<file path="src/sfvi_pkg.sv">
// sfvi_pkg: shared constants and types for the table interpolation block
// used by the serial divider and the top level; no dependencies
package sfvi_pkg;

  localparam int TABLE_ENTRIES_DEF = 32;

  localparam int VOLT_W     = 16;
  localparam int INDEX_W    = 5;
  localparam int LEVEL_W    = 8;
  localparam int DIVIDEND_W = 24;
  localparam int DIVISOR_W  = 16;
  localparam int QUOT_W     = 8;
  localparam int DIV_CNT_W  = $clog2(QUOT_W + 1);

  localparam logic [LEVEL_W-1:0] FULL_LEVEL  = 8'd255;
  localparam logic [LEVEL_W-1:0] EMPTY_LEVEL = 8'd0;

  localparam logic REQ_LOAD    = 1'b0;
  localparam logic REQ_CONVERT = 1'b1;

  typedef struct packed {
    logic                  start;
    logic [DIVIDEND_W-1:0] dividend;
    logic [DIVISOR_W-1:0]  divisor;
  } div_req_t;

  typedef struct packed {
    logic              done;
    logic [QUOT_W-1:0] quotient;
  } div_rsp_t;

endpackage

</file>
<file path="src/sfvi_div.sv">
// sfvi_div: bit-serial restoring divider, one quotient bit per cycle
// the quotient must fit in QUOT_W bits; depends on sfvi_pkg
module sfvi_div import sfvi_pkg::*; (
  input  logic     clk,
  input  logic     rst_n,
  input  div_req_t req,
  output div_rsp_t rsp
);

  logic [DIVIDEND_W-1:0] rem_r, rem_nxt;
  logic [DIVIDEND_W-1:0] den_r, den_nxt;
  logic [QUOT_W-1:0]     quo_r, quo_nxt;
  logic [DIV_CNT_W-1:0]  cnt_r, cnt_nxt;
  logic                  done_r, done_nxt;
  logic                  fits;

  assign fits = (rem_r >= den_r);

  always_comb begin
    rem_nxt  = rem_r;
    den_nxt  = den_r;
    quo_nxt  = quo_r;
    cnt_nxt  = cnt_r;
    done_nxt = 1'b0;
    if (cnt_r != '0) begin
      if (fits) begin
        rem_nxt = rem_r - den_r;
      end
      quo_nxt  = {quo_r[QUOT_W-2:0], fits};
      den_nxt  = {1'b0, den_r[DIVIDEND_W-1:1]};
      cnt_nxt  = cnt_r - 1'b1;
      done_nxt = (cnt_r == DIV_CNT_W'(1));
    end else if (req.start) begin
      rem_nxt = req.dividend;
      den_nxt = {{(DIVIDEND_W-DIVISOR_W-QUOT_W+1){1'b0}}, req.divisor, {(QUOT_W-1){1'b0}}};
      cnt_nxt = DIV_CNT_W'(QUOT_W);
    end
  end

  always_ff @(posedge clk) begin
    if (!rst_n) begin
      cnt_r  <= '0;
      done_r <= 1'b0;
    end else begin
      cnt_r  <= cnt_nxt;
      done_r <= done_nxt;
    end
    rem_r <= rem_nxt;
    den_r <= den_nxt;
    quo_r <= quo_nxt;
  end

  assign rsp.done     = done_r;
  assign rsp.quotient = quo_r;

endmodule

</file>
<file path="src/soc_from_voltage_interp.sv">
// soc_from_voltage_interp: state of charge from cell voltage by table interpolation
// holds the voltage table memory and the search sequencer; uses sfvi_pkg and sfvi_div
// load: written while idle, busy stays low; convert: busy high until the last-entry check
// if above the last entry, the first-entry check if at or below the first, else through the
// one-read-per-cycle scan for segment k (1..TABLE_ENTRIES-1) and two 8-bit serial divisions
// strobe in the cycle busy falls; no receiver stall; reset clears control, table undefined
module soc_from_voltage_interp import sfvi_pkg::*; #(
  parameter int TABLE_ENTRIES = TABLE_ENTRIES_DEF
) (
  input  logic                      clk,
  input  logic                      rst_n,
  input  logic                      start,
  output logic                      busy,
  input  logic                      in_req_type,
  input  logic [INDEX_W-1:0]        in_entry_index,
  input  logic signed [VOLT_W-1:0]  in_entry_voltage,
  input  logic signed [VOLT_W-1:0]  in_cell_voltage,
  output logic                      out_strobe,
  output logic [LEVEL_W-1:0]        out_charge_level
);

  localparam int AW = $clog2(TABLE_ENTRIES);
  localparam logic [AW-1:0]        LAST_ADDR = AW'(TABLE_ENTRIES - 1);
  localparam logic [DIVISOR_W-1:0] SEG_COUNT = DIVISOR_W'(TABLE_ENTRIES - 1);

  localparam logic [2:0] S_IDLE  = 3'd0;
  localparam logic [2:0] S_LAST  = 3'd1;
  localparam logic [2:0] S_FIRST = 3'd2;
  localparam logic [2:0] S_SCAN  = 3'd3;
  localparam logic [2:0] S_DIV1  = 3'd4;
  localparam logic [2:0] S_DIV2  = 3'd5;

  logic [2:0]               state_r, state_nxt;
  logic [AW-1:0]            addr_r, addr_nxt;
  logic [AW-1:0]            k_r, k_nxt;
  logic signed [VOLT_W-1:0] v_r, v_nxt;
  logic signed [VOLT_W-1:0] prev_r, prev_nxt;
  logic                     out_strobe_r, out_strobe_nxt;
  logic [LEVEL_W-1:0]       level_r, level_nxt;

  logic signed [VOLT_W-1:0] mem_r [TABLE_ENTRIES];
  logic signed [VOLT_W-1:0] rd_data_r;
  logic                     load_we;
  logic [AW-1:0]            wr_addr;

  logic signed [VOLT_W:0]   span_w, offset_w;
  logic [DIVIDEND_W-1:0]    seg_scaled;
  logic [LEVEL_W-1:0]       km1;
  logic [15:0]              acc;

  div_req_t div_req;
  div_rsp_t div_rsp;

  sfvi_div u_div (
    .clk   (clk),
    .rst_n (rst_n),
    .req   (div_req),
    .rsp   (div_rsp)
  );

  assign wr_addr  = AW'(in_entry_index);
  assign span_w   = {rd_data_r[VOLT_W-1], rd_data_r} - {prev_r[VOLT_W-1], prev_r};
  assign offset_w = {v_r[VOLT_W-1], v_r} - {prev_r[VOLT_W-1], prev_r};
  // offset * 255
  assign seg_scaled = {offset_w[VOLT_W-1:0], 8'b0} - {8'b0, offset_w[VOLT_W-1:0]};
  assign km1 = LEVEL_W'(k_r) - 1'b1;
  assign acc = ({km1, 8'b0} - {8'b0, km1}) + {8'b0, div_rsp.quotient};

  always_comb begin
    state_nxt      = state_r;
    addr_nxt       = addr_r;
    k_nxt          = k_r;
    v_nxt          = v_r;
    prev_nxt       = prev_r;
    out_strobe_nxt = 1'b0;
    level_nxt      = level_r;
    load_we        = 1'b0;
    div_req.start    = 1'b0;
    div_req.dividend = seg_scaled;
    div_req.divisor  = span_w[VOLT_W-1:0];
    case (state_r)
      S_IDLE: begin
        if (start) begin
          if (in_req_type == REQ_LOAD) begin
            load_we = (32'(in_entry_index) < TABLE_ENTRIES);
          end else begin
            v_nxt     = in_cell_voltage;
            addr_nxt  = LAST_ADDR;
            state_nxt = S_LAST;
          end
        end
      end
      S_LAST: begin
        if (v_r > rd_data_r) begin
          out_strobe_nxt = 1'b1;
          level_nxt      = FULL_LEVEL;
          state_nxt      = S_IDLE;
        end else begin
          addr_nxt  = '0;
          state_nxt = S_FIRST;
        end
      end
      S_FIRST: begin
        if (v_r <= rd_data_r) begin
          out_strobe_nxt = 1'b1;
          level_nxt      = EMPTY_LEVEL;
          state_nxt      = S_IDLE;
        end else begin
          prev_nxt  = rd_data_r;
          addr_nxt  = AW'(1);
          state_nxt = S_SCAN;
        end
      end
      S_SCAN: begin
        if (rd_data_r >= v_r || addr_r == LAST_ADDR) begin
          k_nxt         = addr_r;
          div_req.start = 1'b1;
          state_nxt     = S_DIV1;
        end else begin
          prev_nxt = rd_data_r;
          addr_nxt = addr_r + 1'b1;
        end
      end
      S_DIV1: begin
        div_req.dividend = DIVIDEND_W'(acc);
        div_req.divisor  = SEG_COUNT;
        if (div_rsp.done) begin
          div_req.start = 1'b1;
          state_nxt     = S_DIV2;
        end
      end
      S_DIV2: begin
        if (div_rsp.done) begin
          out_strobe_nxt = 1'b1;
          level_nxt      = div_rsp.quotient;
          state_nxt      = S_IDLE;
        end
      end
      default: begin
        state_nxt = S_IDLE;
      end
    endcase
  end

  // table memory, registered read at the next scan address
  always_ff @(posedge clk) begin
    if (load_we) begin
      mem_r[wr_addr] <= in_entry_voltage;
    end
    rd_data_r <= mem_r[addr_nxt];
  end

  always_ff @(posedge clk) begin
    if (!rst_n) begin
      state_r      <= S_IDLE;
      addr_r       <= '0;
      out_strobe_r <= 1'b0;
    end else begin
      state_r      <= state_nxt;
      addr_r       <= addr_nxt;
      out_strobe_r <= out_strobe_nxt;
    end
    k_r     <= k_nxt;
    v_r     <= v_nxt;
    prev_r  <= prev_nxt;
    level_r <= level_nxt;
  end

  assign busy             = (state_r != S_IDLE);
  assign out_strobe       = out_strobe_r;
  assign out_charge_level = level_r;

  a_strobe_source: assert property (@(posedge clk) disable iff (!rst_n)
    out_strobe_r |-> ($past(state_r) == S_LAST || $past(state_r) == S_FIRST ||
                      $past(state_r) == S_DIV2))
    else $error("result strobe without a finishing state");

  a_strobe_idle: assert property (@(posedge clk) disable iff (!rst_n)
    out_strobe_r |-> (state_r == S_IDLE))
    else $error("result strobe while a transaction is still in progress");

  a_scan_range: assert property (@(posedge clk) disable iff (!rst_n)
    (state_r == S_SCAN) |-> (addr_r != '0 && 32'(addr_r) < TABLE_ENTRIES))
    else $error("table scan address out of range");

  a_div_owner: assert property (@(posedge clk) disable iff (!rst_n)
    div_rsp.done |-> (state_r == S_DIV1 || state_r == S_DIV2))
    else $error("divider finished outside a divide state");

endmodule

</file>
<file path="config.mk">
export PLATFORM = sky130hd
export DESIGN_NAME = soc_from_voltage_interp
export DESIGN_NICKNAME = d
export VERILOG_FILES = /design/src/sfvi_pkg.sv /design/src/sfvi_div.sv /design/src/soc_from_voltage_interp.sv
export SDC_FILE = /design/constraint.sdc
export NUM_CORES = 1
export LEC_CHECK = 0
export BUFFER_PORTS_ARGS = -buffer_cell sky130_fd_sc_hd__buf_4
export CORE_AREA = 3 3 276 278
export DETAILED_ROUTE_END_ITERATION = 16
export DIE_AREA = 0 0 279 281
export PLACE_DENSITY = 0.52
export SYNTH_ARGS = -nofsm -noshare
export SYNTH_HDL_FRONTEND = slang
export SYNTH_HIERARCHICAL = 1
export SYNTH_SLANG_ARGS = --single-unit
</file>
<file path="constraint.sdc">
create_clock -name clk -period 5.37 [get_ports clk]
set_input_delay 0.2685 -clock clk [delete_from_list [all_inputs] [get_ports clk]]
set_output_delay 0.2685 -clock clk [all_outputs]
set_load 0.02 [all_outputs]
</file>
# Yosys cells after proc, flatten, opt, wreduce, memory -nomap -nowiden

Memories as Yosys holds them, arrays and structs flattened. A register that Yosys moved wholly into a read port is not among the register bits.
Cells that the tools add are included.

Output and inout port bits: 10
Bits of input ports: 41
Memories: 1
Bits in writable memories: 512
Flip-flop bits (word level): 114
Logic and storage cells: 98

Memory list:

| memory | depth | bits a word | rd ports | clocked after memory_dff | wr ports | RTL line                      | text |
|---|---|---|---|---|---|---|---|
| mem_r  | 32    | 16          | 1        | 1                        | 1        | soc_from_voltage_interp.sv:41 | `logic signed [VOLT_W-1:0] mem_r [TABLE_ENTRIES];` |

$add $sub $neg: 9
Equality and inequality tests: 17
Magnitude comparators: 4
Reduce and logical (&&, ||, !) cells: 14
Mux-type cells: 40

Operators with widths:

| cell                                             | count |
|---|---|
| 24-bit two-way mux                               | 3 |
| 40-bit two-way mux                               | 1 |
| 16-bit two-way mux                               | 2 |
| 16-bit one-hot mux with 2 select lines           | 1 |
| 16-bit subtractor                                | 2 |
| 5-bit two-way mux                                | 5 |
| 24-bit by 23-bit >= comparator with 1-bit output | 1 |
| 8-bit two-way mux                                | 3 |
| 8-bit one-hot mux with 3 select lines            | 1 |
| 24-bit by 16-bit subtractor with 24-bit output   | 1 |
| 24-bit by 23-bit subtractor with 24-bit output   | 1 |
| 23-bit two-way mux                               | 1 |
| 22-bit two-way mux                               | 1 |
| 5-bit one-hot mux with 4 select lines            | 1 |
| 3-bit one-hot mux with 6 select lines            | 1 |
| 15-bit by 9-bit adder with 16-bit output         | 1 |
| 16-bit >= comparator                             | 1 |
| 16-bit > comparator                              | 1 |
| 16-bit <= comparator                             | 1 |
| 3-bit two-way mux                                | 5 |
| 14-bit by 9-bit subtractor with 15-bit output    | 1 |
| 2-bit inequality test, second input constant     | 7 |
| 1-bit two-way mux                                | 9 |
| 4-bit two-way mux                                | 2 |
| 21 further kinds                                 | 31 |

# Depth between registers and ports, before layout

Word-level depth: 6
Gate-level depth with buffers: 20
Gate-level depth less buffers: 20

# Cells and area by module

Netlist, hierarchy kept.

Modules (own cells, without submodules):

| module                  | cells each | times used | sequential area each (um2) | area an instance (um2) |
|---|---|---|---|---|
| soc_from_voltage_interp | 2038       | 1          | 17226.5                    | 25787.2 |
| sfvi_div                | 393        | 1          | 1751.7                     | 3683.5 |

# Worst setup path after synthesis

No wires, ideal clock.

Path type: reg-to-reg
Start: reg prev_r[1]
End: reg u_div.rem_r[15], data pin
Slack: 1313 ps
Arrival time: 3773 ps
Buffers on the path: 0
Cell stages (with the launch flop): 17
Period minus slack after synthesis: 4057 ps
Cells stage by stage: edfxtp_1 -> inv_1 -> ha_1 -> nor2b_1 -> o31a_1 -> o21ai_1 -> o211a_1 -> nor2_1 -> a311oi_1 -> ha_1 -> and2_1 -> a22o_1 -> or4b_2 -> o21ai_0 -> a211oi_1 -> nor2_1 -> a21oi_1

RTL lines:

| what                   | RTL line                       | text |
|---|---|---|
| from (decl)            | soc_from_voltage_interp.sv:37  | `logic signed [VOLT_W-1:0] prev_r, prev_nxt;` |
| from (signal assigned) | soc_from_voltage_interp.sv:165 | `prev_r <= prev_nxt;` |
| to (signal assigned)   | sfvi_div.sv:48                 | `rem_r <= rem_nxt;` |
| to (decl)              | sfvi_div.sv:10                 | `logic [DIVIDEND_W-1:0] rem_r, rem_nxt;` |

==> flow_summary_export.csv <==
group,metric,value,unit
finish,antennaDiodeCount,0,
synthesis,synth-seq-cells,642,
detailed_routing,dr_total_vias,19900,
outcome,outcome,"finished, final reports clean",
global_routing,grt_util_met2,36.4,%
clock_tree,cts_setup_buffers,0,
place,dp_hpwl,52.7,mm
timing,skew,0.0462,ns
critical_path,path_max_fanout,4,
detailed_routing,viasPerCell,5.64,
clock_tree,cts_max_level,3,
critical_path,crit_slowest_cell,"o311ai_0",
power,pwr-share-comb,35.2,%
global_routing,grt_first_pass_wirelength,126,mm
clock_tree,cts_buffer_depth,3,
die,num_io_pins,51,
clock_tree,root_buffer,"clkbuf_16",
global_routing,grt_antenna_before_repair,0,
critical_path,cp.required,5.68,ns
global_routing,grt-ovfl-total,0,
critical_path,crit_chain,"inv_1 > ha_1 > nor2b_1 > o31a_1 > o21ai_1 > o211a_1 > nor2_1 > a311oi_1 > ha_1 > and2_1 > nand2_1 > o311ai_0 > a21oi_1 > xor2_1 > nor2_1 > nand2_1 > o41ai_1",
critical_path,worstSetupStartpoint,"prev_r[1]",
critical_path,slowest_delay,0.75,ns
synthesis,yosysMostFrequentCell,"edfxtp_1",
critical_path,critical_path_buf_inv_count,1,
clock_tree,clkTransAtPathRegs,0.06,ns
power,ir_drop,360,uV
timing,slew_headroom,23.9,%
synthesis,postSynthCellCount,2431,
synthesis,synth.distinct_cells,68,
critical_path,crit_arrival,5.11,ns
synthesis,syn-cell-area,29500,sq um
place,io_buffers,50,
global_routing,use_met3,2.69,%
synthesis,yosys_warnings,6,
detailed_routing,ant_nets,0,
place,dp.cells,3379,
power,clock_power_share,29.7,%
timing,rsz0062_at_grt,"no",
hold_path,hold_path.class,"in2reg",
synthesis,synth_commonest_cells,"612 x edfxtp_1, 371 x nand2_1, 145 x and3_1, 139 x a211oi_1, 133 x a31oi_1",
timing,slew_viol_final,0,
job,maxCapViolCount,0,
synthesis,synth_fp_nets,2568,
die,initial_utilization,39.7,%
detailed_routing,drt_iter0_markers,1590,
power,switching_share,36.0,%
finish,nets,2640,
detailed_routing,route.detailed.drc,0,
finish,multi_input_area,9620,sq um
critical_path,crit_family,"compound AO/OA/AOI/OAI gates",
die,die_h,281,um
power,power.internal,11.7,mW
die,core,74200,sq um
synthesis,synth_enable_flop_cells,612,
clock_tree,cts_tree,"yes",
finish,fin_cells,3533,
finish,drive_gt1_share,10.3,%
finish,filler_cell_count,6716,
clock_tree,clkLatencyLatePin,0.63,ns
clock_tree,cts_num_sinks,642,
die,die_w,279,um
power,seq_power_share,35.1,%
synthesis,synthArstFlopShare,0,%
critical_path,cp-start-kind,"flop",
synthesis,synth_area_per_cell,12.1,sq um
finish,regArea,19000,sq um
detailed_routing,dr.pass1.iters,5,
hold_path,hp-start,"in_entry_voltage[14]",
synthesis,synth_top_area_share,62.4,%
global_routing,met1_usage,28.4,%
timing,timing.fmax,0.209,GHz
synthesis,synthFlopType,"edfxtp_1",
critical_path,regToRegStartpoint,"prev_r[1]",
synthesis,synth_area_leaders,"edfxtp_1 62%, nand2_1 4.7%, ha_1 3.9%",
synthesis,yosys.area.top_type,"edfxtp_1",
detailed_routing,post_drt_wl_per_cell,23.8,um
critical_path,endpoint_kind,"flop",
die,die-area,78400,sq um
power,power_switching,6.57,mW
global_routing,grt_usage,21.3,%
global_routing,grt_pass1_vias,19600,
timing,setup_tns,0,ns
timing,setup_viol,0,
critical_path,critical_path_class,"reg2reg",
power,powerDensity,538,nW/um^2
global_routing,busiest_layer,"met2",
timing,hold_viol,0,
synthesis,yosysSeqAreaShare,64.4,%
finish,synthToLayoutAreaGrowth,15.2,%
timing,worst_slew_pin_slew,1.14,ns
global_routing,grt_max_degree,126,
die,fp-row-count,100,
power,p_leak,12.2,nW
timing,post-route-period-util,89.3,%
timing,period_minus_slack,4.79,ns
clock_tree,cts_buffers,74,
detailed_routing,drt_wl_total,84.0,mm
place,routabilityCongestion,0.847,
## placed cells by master (no fill, tap or decap), types with 6 or more instances in the layout
cell type	Yosys	routed
edfxtp_1	612	612
nand2_1	371	370
and3_1	145	145
a211oi_1	139	139
a31oi_1	133	132
nor2_1	129	129
buf_4	6	111
inv_1	92	92
ha_1	92	92
a21oi_1	80	80
clkbuf_16	0	76
o22ai_1	69	69
o21ai_0	67	67
xnor2_1	39	39
dfxtp_1	30	30
xor2_1	29	29
nor3_1	25	24
nand3_1	23	23
clkinv_1	3	20
o21a_1	19	19
a21o_1	17	17
dlygate4sd3_1	0	17
nor2b_1	14	14
nand2b_1	14	14
bufinv_16	0	14
nand4_1	11	11
nor4_1	11	11
nor4_2	10	10
and2_1	12	10
clkinv_2	0	10
nor3b_1	8	8
mux2i_1	8	7
o21bai_1	7	7
a21boi_0	6	6
clkbuf_1	102	6
buf_12	0	6
## power by group through the flow
| stage | sequential (mW) | clock, mW | combinational [mW] |
|---|---|---|---|
| after floorplan | 6.37 | 0 | 4.48 |
| after global placement | 6.51 | 0 | 6.33 |
| after detailed placement | 6.52 | 0 | 6.39 |
| after CTS | 6.42 | 5.54 | 6.44 |
| after global routing | 6.45 | 5.75 | 7.13 |
| final | 6.41 | 5.43 | 6.43 |
## worst paths after layout
check,slack [ns],endpoint,cells after the start
setup / recovery,0.58,u_div/rem_r[18],17
hold / removal,0.06,mem_r[13][14],1
setup reg to reg,0.58,u_div/rem_r[18],17
hold reg to reg,0.48,prev_r[7],0
## worst reg2reg max path: stages, from the launching register on
cell and delay [ns]:
edfxtp_1 0.42, inv_1 0.14, ha_1 0.24, nor2b_1 0.15
o31a_1 0.28, o21ai_1 0.37, o211a_1 0.24, nor2_1 0.09
a311oi_1 0.59, ha_1 0.29, and2_1 0.21, nand2_1 0.08
o311ai_0 0.75, a21oi_1 0.19, xor2_1 0.16, nor2_1 0.06
nand2_1 0.14, o41ai_1 0.09
## layer usage
layer  routed length [um]  vias up  part of all wire, %
met3                 3690      131                  4.4
met2                41100      508                   49
met4                 2680        0                  3.2
met1                36500     9931                   43
li1                     -     9341                    -
met5                    0        -                    0
## what timing repair did
| action | CTS | global route |
|---|---|---|
| resized for setup | 0 | 0 |
| hold buffers | 17 | 0 |
| endpoints found under the hold margin | 30 | 0 |
## kinds of logic after synthesis
family | synth area share (%)
compound gates | 13.4
xor+xnor | 2.02
fa+ha+maj | 4.18
buf+inv | 3.15
flops | 64.4
mux | 0.310
simple gates | 12.5
## state kept, by name (all words and copies together), names as in the netlist, 8 cells and up
register	cells
v_r	16
u_div/quo_r	8
rd_data_r	16
out_charge_level	8
u_div/rem_r	24
mem_r	512
prev_r	16
u_div/den_r	23
## final cells by class
type                    count  area share, %
inverters                  95           1.05
clock inverters            52           2.03
well taps                 969           3.57
clock buffers              85           5.79
repair buffers            134           3.31
multi-input cells        1556           28.3
flip-flops and latches    642           55.9
## metrics by stage
stage	hold slack [ns]	worst slack, ns	area (sq um)	utilization (%)	power (mW)
6_report	0.0640	0.576	33900	45.7	18.3
5_1_grt	0.0401	0.261	33900	45.7	19.3
4_1_cts	0.0200	0.505	33900	45.7	18.4
3_5_place_dp	0.450	0.558	31100	41.9	12.9
3_3_place_gp	0.449	0.618	31100	41.9	12.8
2_1_floorplan	0.367	1.31	29500	-	10.9
Note: power is estimated with default switching activity, not from simulation.
